File: src/tmgp_pkg.sv
package tmgp_pkg;

    typedef enum logic [3:0] {
        ST_IDLE,
        ST_START,
        ST_SQX,
        ST_SQY,
        ST_SQSUM,
        ST_ROOT,
        ST_DSQ,
        ST_SLP,
        ST_RCP,
        ST_FAC,
        ST_SCX,
        ST_SCY,
        ST_FIN
    } state_t;

    localparam logic [2:0] MODE_POINTER  = 3'd0;
    localparam logic [2:0] MODE_NAV      = 3'd1;
    localparam logic [2:0] MODE_OVERVIEW = 3'd2;
    localparam logic [2:0] MODE_SCROLL   = 3'd3;
    localparam logic [2:0] MODE_MEDIA    = 3'd4;
    localparam logic [2:0] MODE_ZOOM     = 3'd5;

    localparam logic [2:0] ACT_NONE      = 3'd0;
    localparam logic [2:0] ACT_NEXT      = 3'd1;
    localparam logic [2:0] ACT_PREV      = 3'd2;
    localparam logic [2:0] ACT_OVW_FWD   = 3'd3;
    localparam logic [2:0] ACT_OVW_BACK  = 3'd4;
    localparam logic [2:0] ACT_VOL_DOWN  = 3'd5;
    localparam logic [2:0] ACT_VOL_UP    = 3'd6;

    localparam logic [1:0] SIDE_NONE     = 2'd0;
    localparam logic [1:0] SIDE_BRT_UP   = 2'd1;
    localparam logic [1:0] SIDE_BRT_DOWN = 2'd2;

    localparam logic [2:0] REG_ACCEL_OFFSET  = 3'd0;
    localparam logic [2:0] REG_ACCEL_SLOPE   = 3'd1;
    localparam logic [2:0] REG_ACCEL_LIMIT   = 3'd2;
    localparam logic [2:0] REG_NAV_THRESHOLD = 3'd3;
    localparam logic [2:0] REG_NAV_COOLDOWN  = 3'd4;
    localparam logic [2:0] REG_MEDIA_THRESH  = 3'd5;
    localparam logic [2:0] REG_SCROLL_SENS   = 3'd6;
    localparam logic [2:0] REG_OVERFLOW_LIM  = 3'd7;

    // ceil(2^26 / 125): exact quotient for dividends below 2^19
    localparam logic [19:0] RCP_K     = 20'd536871;
    localparam int          RCP_SHIFT = 26;
    // 3840 * 125: at or above this the factor is past any legal limit
    localparam logic [51:0] CAP_LEVEL = 52'd480000;
    localparam logic [11:0] UNITY     = 12'd256;

endpackage

File: src/tmgp_if.sv
interface tmgp_in_if;
    logic               valid;
    logic               ready;
    logic        [2:0]  mode;
    logic signed [15:0] dx;
    logic signed [15:0] dy;
    logic        [15:0] now_ms;

    modport source (output valid, mode, dx, dy, now_ms, input ready);
    modport sink   (input valid, mode, dx, dy, now_ms, output ready);
endinterface

interface tmgp_out_if;
    logic               valid;
    logic               ready;
    logic signed [15:0] out_x;
    logic signed [15:0] out_y;
    logic signed [7:0]  out_v;
    logic signed [7:0]  out_h;
    logic        [2:0]  action_main;
    logic        [1:0]  action_side;

    modport source (output valid, out_x, out_y, out_v, out_h, action_main, action_side,
                    input ready);
    modport sink   (input valid, out_x, out_y, out_v, out_h, action_main, action_side,
                    output ready);
endinterface

File: src/trackball_motion_gesture_processor.sv
// Trackball motion and gesture processor.
// motion: one request per sensor poll (mode, dx, dy, now_ms), valid/ready.
// report: exactly one result per request (pointer motion, wheel counts and
//   gesture actions), valid/ready, held in an output register.
// cfg_we/cfg_index/cfg_data write the eight tuning registers; write only
//   while no request is in flight.
// One request is processed at a time. Pointer mode (and undefined modes) runs
//   two squaring passes, a 16-step square root, then up to five passes through
//   the one shared multiplier, skipping the slope and reciprocal passes when
//   the speed is at or below the offset; scroll mode makes two multiplier
//   passes; all other modes go straight to the result. The next request can be
//   taken in the cycle report.valid rises if report.ready is high then.
// motion.ready is high only in idle while the output register is free or
//   being taken that cycle, so a stalled receiver stops new requests after
//   one finished result waits.
// Reset puts every tuning register at its default and clears all
// accumulators, the gesture timestamp and the previous mode (pointer).
module trackball_motion_gesture_processor #(
    parameter int ACCUM_BITS  = 16,
    parameter int ROLLOVER_MS = 60000
) (
    input  logic        clk,
    input  logic        rst_n,
    tmgp_in_if.sink     motion,
    tmgp_out_if.source  report,
    input  logic        cfg_we,
    input  logic [2:0]  cfg_index,
    input  logic [15:0] cfg_data
);

    localparam int WW = ((ACCUM_BITS > 16) ? ACCUM_BITS : 16) + 2;
    localparam logic [15:0] ROLL = 16'(ROLLOVER_MS);
    localparam logic signed [WW-1:0] ACC_MAX = WW'((longint'(1) <<< (ACCUM_BITS - 1)) - 1);
    localparam logic signed [WW-1:0] ACC_MIN = -ACC_MAX - WW'(1);
    localparam logic [11:0] UNITY_W = tmgp_pkg::UNITY;

    function automatic logic signed [ACCUM_BITS-1:0] acc_sat(input logic signed [WW-1:0] v);
        logic signed [WW-1:0] c;
        c = (v > ACC_MAX) ? ACC_MAX : ((v < ACC_MIN) ? ACC_MIN : v);
        return c[ACCUM_BITS-1:0];
    endfunction

    function automatic logic acc_over(input logic signed [ACCUM_BITS-1:0] a,
                                      input logic [14:0] lim);
        logic signed [WW-1:0] w;
        w = WW'(a);
        if (w < 0)
        begin
            w = -w;
        end
        return w > $signed(WW'({1'b0, lim}));
    endfunction

    function automatic logic signed [15:0] scale_sat(input logic neg, input logic [31:0] p);
        logic [23:0] m;
        m = p[31:8];
        if (neg)
        begin
            return (m > 24'd32768) ? -16'sd32768 : 16'(-$signed({1'b0, m}));
        end
        return (m > 24'd32767) ? 16'sd32767 : 16'(m);
    endfunction

    function automatic logic signed [7:0] clamp127(input logic signed [25:0] v);
        return (v > 26'sd127) ? 8'sd127 : ((v < -26'sd127) ? -8'sd127 : v[7:0]);
    endfunction

    function automatic logic signed [23:0] frac_sat(input logic signed [24:0] v);
        return (v > 25'sd8388607) ? 24'sd8388607 :
               ((v < -25'sd8388608) ? -24'sd8388608 : v[23:0]);
    endfunction

    // configuration
    logic [9:0]  offset_reg;
    logic [11:0] slope_reg;
    logic [11:0] limit_reg;
    logic [14:0] nav_thr_reg;
    logic [15:0] cooldown_reg;
    logic [14:0] media_thr_reg;
    logic [7:0]  sens_reg;
    logic [14:0] ovf_lim_reg;

    // control and state
    tmgp_pkg::state_t state_reg, state_next;
    logic signed [ACCUM_BITS-1:0] nax_reg, nax_next, nay_reg, nay_next;
    logic signed [ACCUM_BITS-1:0] max_reg, max_next, may_reg, may_next;
    logic signed [23:0] fx_reg, fx_next, fy_reg, fy_next;
    logic [15:0] last_reg, last_next;
    logic [2:0]  prev_mode_reg, prev_mode_next;
    logic        ovalid_reg, ovalid_next;

    // datapath
    logic [2:0]  mode_reg;
    logic signed [15:0] dx_reg, dy_reg;
    logic [15:0] now_reg;
    logic [31:0] rem_reg, rem_next, root_reg, root_next, bit_reg, bit_next;
    logic [51:0] prod_reg;
    logic [31:0] px_reg, px_next;
    logic [11:0] f_reg, f_next;
    logic        capped_reg, capped_next;
    logic signed [15:0] ox_reg, ox_next, oy_reg, oy_next;
    logic signed [7:0]  ov_reg, ov_next, oh_reg, oh_next;
    logic [2:0]  am_reg, am_next;
    logic [1:0]  as_reg, as_next;

    logic [31:0] mul_a;
    logic [19:0] mul_b;
    logic        accept, is_ptr;
    logic [15:0] adx, ady, dval;
    logic [32:0] trial;
    logic [51:0] pval;
    logic [12:0] fsum;
    logic [15:0] elapsed;
    logic        cool;
    logic signed [WW-1:0] nthr, mthr, ax, ay;
    logic signed [23:0] spx, spy, sfx, sfy;
    logic signed [25:0] vq, hq;
    logic signed [7:0]  vv, hh;

    assign accept = motion.valid && motion.ready;
    assign motion.ready = (state_reg == tmgp_pkg::ST_IDLE) && (!ovalid_reg || report.ready);
    assign is_ptr = !((mode_reg == tmgp_pkg::MODE_NAV) || (mode_reg == tmgp_pkg::MODE_OVERVIEW)
                   || (mode_reg == tmgp_pkg::MODE_SCROLL) || (mode_reg == tmgp_pkg::MODE_MEDIA)
                   || (mode_reg == tmgp_pkg::MODE_ZOOM));
    assign adx = dx_reg[15] ? 16'(-dx_reg) : dx_reg;
    assign ady = dy_reg[15] ? 16'(-dy_reg) : dy_reg;
    assign dval = 16'(root_reg - 32'(offset_reg));
    assign trial = 33'(root_reg) + 33'(bit_reg);
    assign pval = {prod_reg[50:0], 1'b0};
    assign fsum = 13'(UNITY_W) + 13'(prod_reg[tmgp_pkg::RCP_SHIFT+11:tmgp_pkg::RCP_SHIFT]);
    assign elapsed = now_reg - last_reg;
    assign cool = elapsed > cooldown_reg;

    // shared multiplier operand select
    always_comb
    begin
        mul_a = 32'(adx);
        mul_b = 20'(adx);
        case (state_reg)
            tmgp_pkg::ST_SQX:
            begin
                mul_a = 32'(adx);
                mul_b = 20'(adx);
            end
            tmgp_pkg::ST_SQY:
            begin
                mul_a = 32'(ady);
                mul_b = 20'(ady);
            end
            tmgp_pkg::ST_DSQ:
            begin
                mul_a = 32'(dval);
                mul_b = 20'(dval);
            end
            tmgp_pkg::ST_SLP:
            begin
                mul_a = prod_reg[31:0];
                mul_b = 20'(slope_reg);
            end
            tmgp_pkg::ST_RCP:
            begin
                mul_a = 32'(pval[18:0]);
                mul_b = tmgp_pkg::RCP_K;
            end
            tmgp_pkg::ST_SCX:
            begin
                mul_a = 32'(adx);
                mul_b = is_ptr ? 20'(f_reg) : 20'(sens_reg);
            end
            tmgp_pkg::ST_SCY:
            begin
                mul_a = 32'(ady);
                mul_b = is_ptr ? 20'(f_reg) : 20'(sens_reg);
            end
            default:
            begin
                mul_a = 32'(adx);
                mul_b = 20'(adx);
            end
        endcase
    end

    always_comb
    begin
        state_next = state_reg;
        nax_next = nax_reg;
        nay_next = nay_reg;
        max_next = max_reg;
        may_next = may_reg;
        fx_next = fx_reg;
        fy_next = fy_reg;
        last_next = last_reg;
        prev_mode_next = prev_mode_reg;
        ovalid_next = ovalid_reg;
        rem_next = rem_reg;
        root_next = root_reg;
        bit_next = bit_reg;
        px_next = px_reg;
        f_next = f_reg;
        capped_next = capped_reg;
        ox_next = ox_reg;
        oy_next = oy_reg;
        ov_next = ov_reg;
        oh_next = oh_reg;
        am_next = am_reg;
        as_next = as_reg;

        nthr = $signed(WW'({1'b0, nav_thr_reg}));
        mthr = $signed(WW'({1'b0, media_thr_reg}));
        ax = '0;
        ay = '0;
        spx = dx_reg[15] ? 24'(-$signed({1'b0, px_reg[22:0]})) : 24'(px_reg[22:0]);
        spy = dy_reg[15] ? 24'(-$signed({1'b0, prod_reg[22:0]})) : 24'(prod_reg[22:0]);
        sfx = frac_sat(25'(fx_reg) + 25'(spx));
        sfy = frac_sat(25'(fy_reg) + 25'(spy));
        vq = (-26'(sfy)) / 26'sd256;
        hq = 26'(sfx) / 26'sd256;
        vv = clamp127(vq);
        hh = clamp127(hq);

        if (report.valid && report.ready)
        begin
            ovalid_next = 1'b0;
        end

        case (state_reg)
            tmgp_pkg::ST_IDLE:
            begin
                if (accept)
                begin
                    state_next = tmgp_pkg::ST_START;
                end
            end
            tmgp_pkg::ST_START:
            begin
                if (acc_over(nax_reg, ovf_lim_reg)) nax_next = '0;
                if (acc_over(nay_reg, ovf_lim_reg)) nay_next = '0;
                if (acc_over(max_reg, ovf_lim_reg)) max_next = '0;
                if (acc_over(may_reg, ovf_lim_reg)) may_next = '0;
                if (mode_reg != prev_mode_reg)
                begin
                    if (mode_reg == tmgp_pkg::MODE_NAV)
                    begin
                        nax_next = '0;
                        nay_next = '0;
                    end
                    else if (mode_reg == tmgp_pkg::MODE_OVERVIEW)
                    begin
                        nay_next = '0;
                    end
                    else if (mode_reg == tmgp_pkg::MODE_MEDIA)
                    begin
                        max_next = '0;
                        may_next = '0;
                    end
                end
                prev_mode_next = mode_reg;
                if (elapsed > ROLL)
                begin
                    last_next = now_reg;
                end
                if (is_ptr)
                    state_next = tmgp_pkg::ST_SQX;
                else if (mode_reg == tmgp_pkg::MODE_SCROLL)
                    state_next = tmgp_pkg::ST_SCX;
                else
                    state_next = tmgp_pkg::ST_FIN;
            end
            tmgp_pkg::ST_SQX:
            begin
                state_next = tmgp_pkg::ST_SQY;
            end
            tmgp_pkg::ST_SQY:
            begin
                rem_next = prod_reg[31:0];
                state_next = tmgp_pkg::ST_SQSUM;
            end
            tmgp_pkg::ST_SQSUM:
            begin
                rem_next = rem_reg + prod_reg[31:0];
                root_next = '0;
                bit_next = 32'h4000_0000;
                state_next = tmgp_pkg::ST_ROOT;
            end
            tmgp_pkg::ST_ROOT:
            begin
                if (33'(rem_reg) >= trial)
                begin
                    rem_next = rem_reg - trial[31:0];
                    root_next = (root_reg >> 1) + bit_reg;
                end
                else
                begin
                    root_next = root_reg >> 1;
                end
                bit_next = bit_reg >> 2;
                if (bit_reg[0])
                begin
                    state_next = tmgp_pkg::ST_DSQ;
                end
            end
            tmgp_pkg::ST_DSQ:
            begin
                if (root_reg > 32'(offset_reg))
                begin
                    state_next = tmgp_pkg::ST_SLP;
                end
                else
                begin
                    f_next = tmgp_pkg::UNITY;
                    state_next = tmgp_pkg::ST_SCX;
                end
            end
            tmgp_pkg::ST_SLP:
            begin
                state_next = tmgp_pkg::ST_RCP;
            end
            tmgp_pkg::ST_RCP:
            begin
                capped_next = (limit_reg < tmgp_pkg::UNITY) || (pval >= tmgp_pkg::CAP_LEVEL);
                state_next = tmgp_pkg::ST_FAC;
            end
            tmgp_pkg::ST_FAC:
            begin
                if (capped_reg || (fsum > 13'(limit_reg)))
                    f_next = limit_reg;
                else
                    f_next = fsum[11:0];
                state_next = tmgp_pkg::ST_SCX;
            end
            tmgp_pkg::ST_SCX:
            begin
                state_next = tmgp_pkg::ST_SCY;
            end
            tmgp_pkg::ST_SCY:
            begin
                px_next = prod_reg[31:0];
                state_next = tmgp_pkg::ST_FIN;
            end
            tmgp_pkg::ST_FIN:
            begin
                ox_next = '0;
                oy_next = '0;
                ov_next = '0;
                oh_next = '0;
                am_next = tmgp_pkg::ACT_NONE;
                as_next = tmgp_pkg::SIDE_NONE;
                case (mode_reg)
                    tmgp_pkg::MODE_NAV:
                    begin
                        ax = WW'(acc_sat(WW'(nax_reg) + WW'(dx_reg)));
                        ay = WW'(acc_sat(WW'(nay_reg) + WW'(dy_reg)));
                        nax_next = ax[ACCUM_BITS-1:0];
                        nay_next = ay[ACCUM_BITS-1:0];
                        if (cool && ((ax > nthr) || (ax < -nthr)))
                        begin
                            am_next = (ax > nthr) ? tmgp_pkg::ACT_NEXT : tmgp_pkg::ACT_PREV;
                            last_next = now_reg;
                            nax_next = '0;
                            nay_next = '0;
                        end
                    end
                    tmgp_pkg::MODE_OVERVIEW:
                    begin
                        ay = WW'(acc_sat(WW'(nay_reg) + WW'(dy_reg)));
                        nay_next = ay[ACCUM_BITS-1:0];
                        if (cool && ((ay > nthr) || (ay < -nthr)))
                        begin
                            am_next = (ay < -nthr) ? tmgp_pkg::ACT_OVW_FWD
                                                   : tmgp_pkg::ACT_OVW_BACK;
                            last_next = now_reg;
                            nay_next = '0;
                        end
                    end
                    tmgp_pkg::MODE_SCROLL:
                    begin
                        ov_next = vv;
                        oh_next = hh;
                        fy_next = 24'(26'(sfy) + (26'(vv) <<< 8));
                        fx_next = 24'(26'(sfx) - (26'(hh) <<< 8));
                    end
                    tmgp_pkg::MODE_MEDIA:
                    begin
                        ax = WW'(acc_sat(WW'(max_reg) + WW'(dx_reg)));
                        ay = WW'(acc_sat(WW'(may_reg) + WW'(dy_reg)));
                        max_next = ax[ACCUM_BITS-1:0];
                        may_next = ay[ACCUM_BITS-1:0];
                        if (ay > mthr)
                        begin
                            am_next = tmgp_pkg::ACT_VOL_DOWN;
                            may_next = '0;
                        end
                        else if (ay < -mthr)
                        begin
                            am_next = tmgp_pkg::ACT_VOL_UP;
                            may_next = '0;
                        end
                        if (ax > mthr)
                        begin
                            as_next = tmgp_pkg::SIDE_BRT_UP;
                            max_next = '0;
                        end
                        else if (ax < -mthr)
                        begin
                            as_next = tmgp_pkg::SIDE_BRT_DOWN;
                            max_next = '0;
                        end
                    end
                    tmgp_pkg::MODE_ZOOM:
                    begin
                        ov_next = clamp127(-26'(dy_reg));
                    end
                    default:
                    begin
                        ox_next = scale_sat(dx_reg[15], px_reg);
                        oy_next = scale_sat(dy_reg[15], prod_reg[31:0]);
                    end
                endcase
                ovalid_next = 1'b1;
                state_next = tmgp_pkg::ST_IDLE;
            end
            default:
            begin
                state_next = tmgp_pkg::ST_IDLE;
            end
        endcase
    end

    always_ff @(posedge clk or negedge rst_n)
    begin
        if (!rst_n)
        begin
            state_reg <= tmgp_pkg::ST_IDLE;
            nax_reg <= '0;
            nay_reg <= '0;
            max_reg <= '0;
            may_reg <= '0;
            fx_reg <= '0;
            fy_reg <= '0;
            last_reg <= '0;
            prev_mode_reg <= tmgp_pkg::MODE_POINTER;
            ovalid_reg <= 1'b0;
            offset_reg <= 10'd5;
            slope_reg <= 12'd160;
            limit_reg <= 12'd512;
            nav_thr_reg <= 15'd100;
            cooldown_reg <= 16'd300;
            media_thr_reg <= 15'd50;
            sens_reg <= 8'd26;
            ovf_lim_reg <= 15'd30000;
        end
        else
        begin
            state_reg <= state_next;
            nax_reg <= nax_next;
            nay_reg <= nay_next;
            max_reg <= max_next;
            may_reg <= may_next;
            fx_reg <= fx_next;
            fy_reg <= fy_next;
            last_reg <= last_next;
            prev_mode_reg <= prev_mode_next;
            ovalid_reg <= ovalid_next;
            if (cfg_we)
            begin
                case (cfg_index)
                    tmgp_pkg::REG_ACCEL_OFFSET:  offset_reg <= cfg_data[9:0];
                    tmgp_pkg::REG_ACCEL_SLOPE:   slope_reg <= cfg_data[11:0];
                    tmgp_pkg::REG_ACCEL_LIMIT:   limit_reg <= cfg_data[11:0];
                    tmgp_pkg::REG_NAV_THRESHOLD: nav_thr_reg <= cfg_data[14:0];
                    tmgp_pkg::REG_NAV_COOLDOWN:  cooldown_reg <= cfg_data;
                    tmgp_pkg::REG_MEDIA_THRESH:  media_thr_reg <= cfg_data[14:0];
                    tmgp_pkg::REG_SCROLL_SENS:   sens_reg <= cfg_data[7:0];
                    tmgp_pkg::REG_OVERFLOW_LIM:  ovf_lim_reg <= cfg_data[14:0];
                    default:                     ovf_lim_reg <= ovf_lim_reg;
                endcase
            end
        end
    end

    always_ff @(posedge clk)
    begin
        if (accept)
        begin
            mode_reg <= motion.mode;
            dx_reg <= motion.dx;
            dy_reg <= motion.dy;
            now_reg <= motion.now_ms;
        end
        prod_reg <= 52'(mul_a) * 52'(mul_b);
        rem_reg <= rem_next;
        root_reg <= root_next;
        bit_reg <= bit_next;
        px_reg <= px_next;
        f_reg <= f_next;
        capped_reg <= capped_next;
        ox_reg <= ox_next;
        oy_reg <= oy_next;
        ov_reg <= ov_next;
        oh_reg <= oh_next;
        am_reg <= am_next;
        as_reg <= as_next;
    end

    assign report.valid = ovalid_reg;
    assign report.out_x = ox_reg;
    assign report.out_y = oy_reg;
    assign report.out_v = ov_reg;
    assign report.out_h = oh_reg;
    assign report.action_main = am_reg;
    assign report.action_side = as_reg;

    a_ready_idle: assert property (@(posedge clk) disable iff (!rst_n)
        motion.ready |-> (state_reg == tmgp_pkg::ST_IDLE))
        else $error("request taken while busy");

    a_fin_free: assert property (@(posedge clk) disable iff (!rst_n)
        (state_reg == tmgp_pkg::ST_FIN) |-> !ovalid_reg)
        else $error("result would overwrite a pending result");

    a_fin_valid: assert property (@(posedge clk) disable iff (!rst_n)
        (state_reg == tmgp_pkg::ST_FIN) |=> ovalid_reg)
        else $error("finished request produced no result");

    a_root_bit: assert property (@(posedge clk) disable iff (!rst_n)
        (state_reg == tmgp_pkg::ST_ROOT) |-> $onehot(bit_reg))
        else $error("square root step bit lost");

endmodule
File: src/flat_wrapper.sv
// flat-port wrapper written by rule: the top's interface ports become plain ports
module trackball_motion_gesture_processor_flat 
#(
    parameter int ACCUM_BITS  = 16,
    parameter int ROLLOVER_MS = 60000
)
  (clk, rst_n, cfg_we, cfg_index, cfg_data, motion_valid, motion_mode, motion_dx, motion_dy, motion_now_ms, motion_ready, report_valid, report_out_x, report_out_y, report_out_v, report_out_h, report_action_main, report_action_side, report_ready);
  tmgp_in_if motion_i ();
  tmgp_out_if report_i ();
  input  logic clk;
  input  logic rst_n;
  input  logic cfg_we;
  input  logic [2:0] cfg_index;
  input  logic [15:0] cfg_data;
  input wire logic [$bits(motion_i.valid)-1:0] motion_valid;
  input wire logic [$bits(motion_i.mode)-1:0] motion_mode;
  input wire logic [$bits(motion_i.dx)-1:0] motion_dx;
  input wire logic [$bits(motion_i.dy)-1:0] motion_dy;
  input wire logic [$bits(motion_i.now_ms)-1:0] motion_now_ms;
  output wire logic [$bits(motion_i.ready)-1:0] motion_ready;
  output wire logic [$bits(report_i.valid)-1:0] report_valid;
  output wire logic [$bits(report_i.out_x)-1:0] report_out_x;
  output wire logic [$bits(report_i.out_y)-1:0] report_out_y;
  output wire logic [$bits(report_i.out_v)-1:0] report_out_v;
  output wire logic [$bits(report_i.out_h)-1:0] report_out_h;
  output wire logic [$bits(report_i.action_main)-1:0] report_action_main;
  output wire logic [$bits(report_i.action_side)-1:0] report_action_side;
  input wire logic [$bits(report_i.ready)-1:0] report_ready;
  assign motion_i.valid = motion_valid;
  assign motion_i.mode = motion_mode;
  assign motion_i.dx = motion_dx;
  assign motion_i.dy = motion_dy;
  assign motion_i.now_ms = motion_now_ms;
  assign motion_ready = motion_i.ready;
  assign report_valid = report_i.valid;
  assign report_out_x = report_i.out_x;
  assign report_out_y = report_i.out_y;
  assign report_out_v = report_i.out_v;
  assign report_out_h = report_i.out_h;
  assign report_action_main = report_i.action_main;
  assign report_action_side = report_i.action_side;
  assign report_i.ready = report_ready;
  trackball_motion_gesture_processor #(.ACCUM_BITS(ACCUM_BITS), .ROLLOVER_MS(ROLLOVER_MS)) u_core (.clk(clk), .rst_n(rst_n), .motion(motion_i), .report(report_i), .cfg_we(cfg_we), .cfg_index(cfg_index), .cfg_data(cfg_data));
endmodule
File: config.mk
export PLATFORM = sky130hd
export DESIGN_NAME = trackball_motion_gesture_processor_flat
export DESIGN_NICKNAME = d
export VERILOG_FILES = /design/src/tmgp_pkg.sv /design/src/tmgp_if.sv /design/src/trackball_motion_gesture_processor.sv /design/src/flat_wrapper.sv
export SDC_FILE = /design/constraint.sdc
export NUM_CORES = 2
export LEC_CHECK = 0
export BUFFER_PORTS_ARGS = -buffer_cell sky130_fd_sc_hd__buf_2
export CAP_MARGIN = 30
export CORE_UTILIZATION = 50
export DETAILED_ROUTE_END_ITERATION = 16
export PLACE_DENSITY = 0.63
export SYNTH_ARGS = -nofsm -noshare
export SYNTH_HDL_FRONTEND = slang
export SYNTH_SLANG_ARGS = --single-unit
File: constraint.sdc
create_clock -name clk -period 12 [get_ports clk]
set_input_delay 1.2 -clock clk [delete_from_list [all_inputs] [get_ports clk]]
set_output_delay 1.2 -clock clk [all_outputs]
set_load 0.05 [all_outputs]
=== After elaboration in Yosys (flattened, before gate mapping) ===
Index checks and enable logic that the tools add are counted.

* Add/sub/neg operators: 31
* $mul: 1
* Divide/modulo/power cells: 0
* Order comparisons: 45
* Equality and inequality tests: 35
* Shifts and indexed selects: 0
* Multiplexer cells: 110
* Bitwise operators: 3
* Reductions and logical operators: 44

{| class="wikitable"
|+ Operators by type and width
! operator !! number
|-
| 16-bit 2-to-1 mux || 48
|-
| 16-bit one-hot mux with 2 select lines || 7
|-
| 18-bit 2-to-1 mux || 8
|-
| 24-bit 2-to-1 mux || 6
|-
| 32-bit one-hot mux with 2 select lines || 2
|-
| 32-bit one-hot mux with 4 select lines || 1
|-
| 20-bit one-hot mux with 5 select lines || 1
|-
| 32-bit one-hot mux with 3 select lines || 1
|-
| 16-bit greater-than comparator || 5
|-
| 26-bit by 8-bit greater-than comparator with 1-bit output, second input constant || 3
|-
| 26-bit by 8-bit < comparator with 1-bit output, second input constant || 3
|-
| 18-bit by 16-bit greater-than comparator with 1-bit output || 4
|-
| 16-bit by 18-bit < comparator with 1-bit output || 4
|-
| 16-bit negator with 18-bit output || 4
|-
| 16-bit by 16-bit adder with 17-bit output || 4
|-
| 17-bit by 16-bit greater-than comparator with 1-bit output, second input constant || 4
|-
| 17-bit by 16-bit < comparator with 1-bit output, second input constant || 4
|-
| 16-bit by 1-bit < comparator with 1-bit output, second input constant || 4
|-
| 32-bit 2-to-1 mux || 2
|-
| 16-bit negator || 4
|-
| 26-bit by 1-bit adder with 26-bit output || 2
|-
| 52-bit by 19-bit >= comparator with 1-bit output, second input constant || 1
|-
| 32-bit by 20-bit multiplier with 51-bit output || 1
|-
| 24-bit by 24-bit adder with 25-bit output || 2
|-
| other kinds (58) || 144
|}

* Bits in registers: 535
* Latch bits: 0
* Memory bits (writable): 0
* ROM bits: 0
* Input port bits: 75
* Memories: 0

=== Depth between registers and ports, before layout ===
* Depth after elaboration: 14
* Gate-level depth with buffers: 50
* Gate-level depth less buffers: 47

=== Least setup slack after synthesis ===
OpenSTA, ideal clock, no wires.

* Path type: reg2reg
* Start: register u_core.px_reg[8]
* End: register u_core.fx_reg[23]
* Library setup time: 135 ps
* Arrival time: 9810 ps
* Path slack: 2055 ps
* Cell stages (with the launch flop): 48
* Period minus slack after synthesis: 9945 ps
* Cells stage by stage: edfxtp_1 > inv_1 > ha_1 > inv_1 > or3_1 > or3_1 > or3_1 > or4b_2 > o21ai_0 > xnor2_1 > ha_1 > a21o_1 > a21o_1 > a21oi_1 > and3b_1 > a22o_1 > buf_2 > nor4_4 > (+12 left out) > and2_1 > ha_1 > nor2b_1 > o21ai_0 > a21boi_0 > o21ai_0 > a21boi_0 > o21ai_0 > nand2b_1 > a21oi_1 > o21bai_1 > a21o_1 > a21oi_1 > o21ai_0 > a21o_1 > a21oi_1 > xor2_1 > o21ai_0

* Longest elaborated chain between the ends: 13

{| class="wikitable"
|+ RTL lines
! element !! RTL line !! source
|-
| start: declaration || trackball_motion_gesture_processor.sv:98 || <nowiki>logic [31:0] px_reg, px_next;</nowiki>
|-
| start signal: assignment || trackball_motion_gesture_processor.sv:494 || <nowiki>px_reg <= px_next;</nowiki>
|-
| 23-bit negator with 24-bit output || trackball_motion_gesture_processor.sv:212 || <nowiki>spx = dx_reg[15] ? 24'(-$signed({1'b0, px_reg[22:0]})) : 24'(px_reg[22:0]);</nowiki>
|-
| 24-bit 2-to-1 mux (*) || trackball_motion_gesture_processor.sv:212 ||
|-
| 24-bit by 24-bit adder with 25-bit output (*) || trackball_motion_gesture_processor.sv:214 || <nowiki>sfx = frac_sat(25'(fx_reg) + 25'(spx));</nowiki>
|-
| 25-bit by 24-bit < comparator with 1-bit output || trackball_motion_gesture_processor.sv:70 || <nowiki>((v < -25'sd8388608) ? -24'sd8388608 : v[23:0]);</nowiki>
|-
| 24-bit 2-to-1 mux || trackball_motion_gesture_processor.sv:70 ||
|-
| 24-bit 2-to-1 mux (*) || trackball_motion_gesture_processor.sv:69 || <nowiki>return (v > 25'sd8388607) ? 24'sd8388607 :</nowiki>
|-
| 8-bit OR reduction (no line) || n/a ||
|-
| 1-bit bitwise AND (no line) || n/a ||
|-
| 26-bit by 1-bit adder with 26-bit output (no line) || n/a ||
|-
| 26-bit by 8-bit < comparator with 1-bit output || trackball_motion_gesture_processor.sv:65 || <nowiki>return (v > 26'sd127) ? 8'sd127 : ((v < -26'sd127) ? -8'sd127 : v[7:0]);</nowiki>
|-
| 8-bit 2-to-1 mux (2 in series) || trackball_motion_gesture_processor.sv:65 ||
|-
| 24-bit by 16-bit subtractor with 24-bit output (*) || trackball_motion_gesture_processor.sv:380 || <nowiki>fx_next = 24'(26'(sfx) - (26'(hh) <<< 8));</nowiki>
|-
| end signal: assignment || trackball_motion_gesture_processor.sv:459 || <nowiki>fx_reg <= fx_next;</nowiki>
|-
| end: declaration || trackball_motion_gesture_processor.sv:87 || <nowiki>logic signed [23:0] fx_reg, fx_next, fy_reg, fy_next;</nowiki>
|}

Mark *: on every way between the ends. The rest lies on a longest branch, timed or not.
A chain may end at the register's enable or synchronous reset.

=== Final worst setup path ===
Ends and elaborated chain as after synthesis.

==> impl_metrics.json <==
{
  "status": "finished clean",
  "capturing_element_type_of_the_critical_path": "register",
  "combined_area_of_all_synthesized_cells_um2": 61420,
  "critical-path-top-cell-by-count": "sky130_fd_sc_hd__o21ai_0",
  "detail-route-antenna-nets": 0,
  "ctsLongestPathBuffers": 3,
  "die-area_um2": 124200,
  "synth-main-ff-cell": "sky130_fd_sc_hd__edfxtp_1",
  "dr_total_vias": 51745,
  "first_pass_iters": 6,
  "worst_setup_path_startpoint": "u_core.px_reg[8]",
  "synthTopCellsByArea": "sky130_fd_sc_hd__fa_1, sky130_fd_sc_hd__ha_1, sky130_fd_sc_hd__edfxtp_1, sky130_fd_sc_hd__dfrtp_1, sky130_fd_sc_hd__nand2_1",
  "report.final.hold_viol_count": 0,
  "critical-path-max-stage-delay_ps": 720,
  "regArea_um2": 13910,
  "layout-drive-gt1-share_pct": 8.519,
  "postCtsResizedCells": 0,
  "cp_data_required_time_ps": 12490,
  "largest_register_ff_count": 51,
  "detail_routed_via_count_per_cell": 5.855,
  "place_ws_ps": 799.4,
  "globalRoute.totalOverflow": 0,
  "antenna_found_initial": 15,
  "ys_seq_area_share_pct": 22.65,
  "clock_tree_from_tritoncts": "yes",
  "unrepaired_setup_endpoints_after_global_routing": "no",
  "cts_root_buf": "sky130_fd_sc_hd__clkbuf_16",
  "critical_path.slowest_cell": "sky130_fd_sc_hd__or4b_2",
  "route.met2.wl_um": 87750,
  "design.portCount": 130,
  "cts_num_sinks": 519,
  "timing.setup.tns_ps": 0,
  "drt_drc": 0,
  "num_rows": 128,
  "critPathKind": "register to register",
  "floorplan.initialDensity_pct": 50.39,
  "ys_warn_count": 0,
  "hpwlAfterDp_um": 153300,
  "vias_in_the_first_global_route": 51302,
  "setup.worst_path.start_class": "register",
  "final_critical_path_setup_slack_ps": 933.5,
  "tritoncts.num_buffers": 68,
  "synthesis.area_per_instance_um2": 8.731,
  "timing.hold.worst.class": "register to register",
  "worst_max_slew_pin_slew_ps": 1083,
  "grt_start_max_net_pins": 148,
  "post_cts_setup_buffer_count": 0,
  "route.detailed.wl_per_inst_um": 22.10,
  "gp_congestion": 0.9456,
  "cp_data_arrival_time_ps": 11550,
  "yosysUniqueCellTypes": 124,
  "detailroute.wirelength.met3_um": 16950,
  "setup.worst_path.end": "u_core.fx_reg[23]",
  "m1WireLength_um": 83030,
  "slew_viol_final": 0,
  "worstRegToRegCells": 46,
  "worst_clock_skew_ps": 32.60,
  "synth_enable_flop_cells": 229,
  "drt_iter0_drc": 4574,
  "ys_ff_latch": 519,
  "core_um2": 121900,
  "multiInputGateArea_um2": 43650,
  "die_height_um": 352.5,
  "hold_buffers": 0,
  "cts_htree_levels": 3,
  "r2r_slack_ps": 930,
  "critical_path.reg2reg.startpoint": "u_core.px_reg[8]",
  "finish.utilization_pct": 54.64,
  "final.period_utilization_pct": 92.22,
  "yosys.area.top_type": "sky130_fd_sc_hd__fa_1",
  "highest_signal_layer": "met5",
  "synth_cells": 7034,
  "finalSetupViolCount": 0,
  "first_pass_grt_wire_length_um": 301100,
  "finalNetCount": 8383,
  "maxCapViolCount": 0,
  "drt-total-wl_um": 195300,
  "ys_top_cells_by_count": "sky130_fd_sc_hd__nand2_1, sky130_fd_sc_hd__inv_1, sky130_fd_sc_hd__ha_1, sky130_fd_sc_hd__nor2_1, sky130_fd_sc_hd__fa_1",
  "path_max_fanout": 17,
  "cts.clk_slew.worst_paths_ps": 60,
  "most_common_cell_in_the_netlist": "sky130_fd_sc_hd__nand2_1",
  "globalRouteTotalUtil_pct": 31.23,
  "filler_cell_count": 11267,
  "final.min_clock_period_ps": 11070,
  "synth_largest_type_area_fraction_pct": 14.80,
  "flow.area_growth_from_synthesis_pct": 8.430,
  "timing.rr.end": "u_core.fx_reg[23]",
  "numPortBuffers": 129,
  "slew_headroom_pct": 27.04,
  "synth_async_sr_flop_share_pct": 46.05,
  "die_width_um": 352.5,
  "fmax_mhz": 90.36,
  "worst_skew_late_latency_ps": 660
}
[worst min path at each step]
| stage | depth (start not counted) | slack (ps) | end | from |
|---|---|---|---|---|
| 5_1_grt | 1 | 510 | u_core.ovf_lim_reg[6] | u_core.ovf_lim_reg[6] |
| 3_3_place_gp | 2 | 470 | u_core.fy_reg[7] | u_core.fy_reg[7] |
| 3_5_place_dp | 2 | 480 | u_core.fx_reg[7] | u_core.fx_reg[7] |
| 6_report | 2 | 490 | u_core.fx_reg[7] | u_core.fx_reg[7] |
| 4_1_cts | 2 | 490 | u_core.fx_reg[7] | u_core.fx_reg[7] |
| 2_1_floorplan | 0 | 410 | u_core.px_reg[21] | u_core.prod_reg[21] |
[stage by stage]
stage	area, um2	instances	hold slack, ps
final	66590	8837	486.7
after detailed placement	64260	8707	478.7
after floorplan	61670	7103	406.4
after global routing	66580	8832	514.9
after global placement	64190	8699	470.6
after CTS	66580	8832	492.8
[layer usage]
| metal | vias up | GRT usage [%] |
|---|---|---|
| met2 | 1908 | 49.62 |
| met4 | 10 | 11.18 |
| met1 | 25238 | 42.31 |
| li1 | 24212 | - |
| met5 | - | 0 |
| met3 | 377 | 6.034 |
[worst max-delay path, delay by kind of cell, from the launching register on]
kind                     cells  cell delay [ps]
buffers and inverters        3              410
AO/OA/AOI/OAI               23             4900
adder cells (fa/ha/maj)      5             1320
XOR/XNOR                     2              290
flip-flops                   1              470
AND/OR/NAND/NOR             13             3510
[placed cells by master, fill, tap and decap left out, types with 21 or more instances in the layout]
cell type                   instances
sky130_fd_sc_hd__nor4_1            54
sky130_fd_sc_hd__inv_1            820
sky130_fd_sc_hd__o21bai_1          59
sky130_fd_sc_hd__conb_1            71
sky130_fd_sc_hd__ha_1             702
sky130_fd_sc_hd__nor2_1           470
sky130_fd_sc_hd__o22a_1            28
sky130_fd_sc_hd__or2_2             29
sky130_fd_sc_hd__xnor2_1          321
sky130_fd_sc_hd__nor2b_1           99
sky130_fd_sc_hd__nand2b_1          70
sky130_fd_sc_hd__and2_1           112
sky130_fd_sc_hd__dfrtp_1          214
sky130_fd_sc_hd__or3_1             59
sky130_fd_sc_hd__o21a_1            85
sky130_fd_sc_hd__a21o_1           147
sky130_fd_sc_hd__clkbuf_16         72
sky130_fd_sc_hd__a31oi_1           56
sky130_fd_sc_hd__a21oi_1          329
sky130_fd_sc_hd__nand4_1           76
sky130_fd_sc_hd__mux2_2            88
sky130_fd_sc_hd__nand3_1           87
sky130_fd_sc_hd__nand2_1          859
sky130_fd_sc_hd__and3_1            26
sky130_fd_sc_hd__or4_1             21
sky130_fd_sc_hd__buf_4            110
sky130_fd_sc_hd__mux2i_1           34
sky130_fd_sc_hd__o31ai_1           46
sky130_fd_sc_hd__dfstp_2           25
sky130_fd_sc_hd__buf_2            131
sky130_fd_sc_hd__fa_1             454
sky130_fd_sc_hd__xor2_1           140
sky130_fd_sc_hd__o21ai_0          422
sky130_fd_sc_hd__edfxtp_1         229
sky130_fd_sc_hd__nor3_1           113
sky130_fd_sc_hd__nor3b_1           21
sky130_fd_sc_hd__a211oi_1          58
sky130_fd_sc_hd__a31o_2            23
sky130_fd_sc_hd__dfxtp_1           51
[logic make-up after synthesis]
logic type,Yosys count,synth area share [%]
and+or+nand+nor,2189,16.95
DFF,519,22.65
muxes,122,2.168
AOI/OAI and AO/OA,1492,15.59
xor gates and xnor gates,461,6.574
adders and majority gates,1158,29.14
other,2,0.01223
buffers and inverters,1091,6.921
[final cells by class]
type / count / share of cell area (%)
inverters: 824 / 4.645
flip-flops and latches: 519 / 20.89
repair buffers: 246 / 2.366
multi-input cells: 5493 / 65.55
clock buffers: 85 / 2.824
clock inverters: 40 / 0.6520
diodes: 5 / 0.01879
well taps: 1625 / 3.053
Power is not shown: default switching activity piles up to over one toggle a cycle in this logic, so the estimate is an artifact.
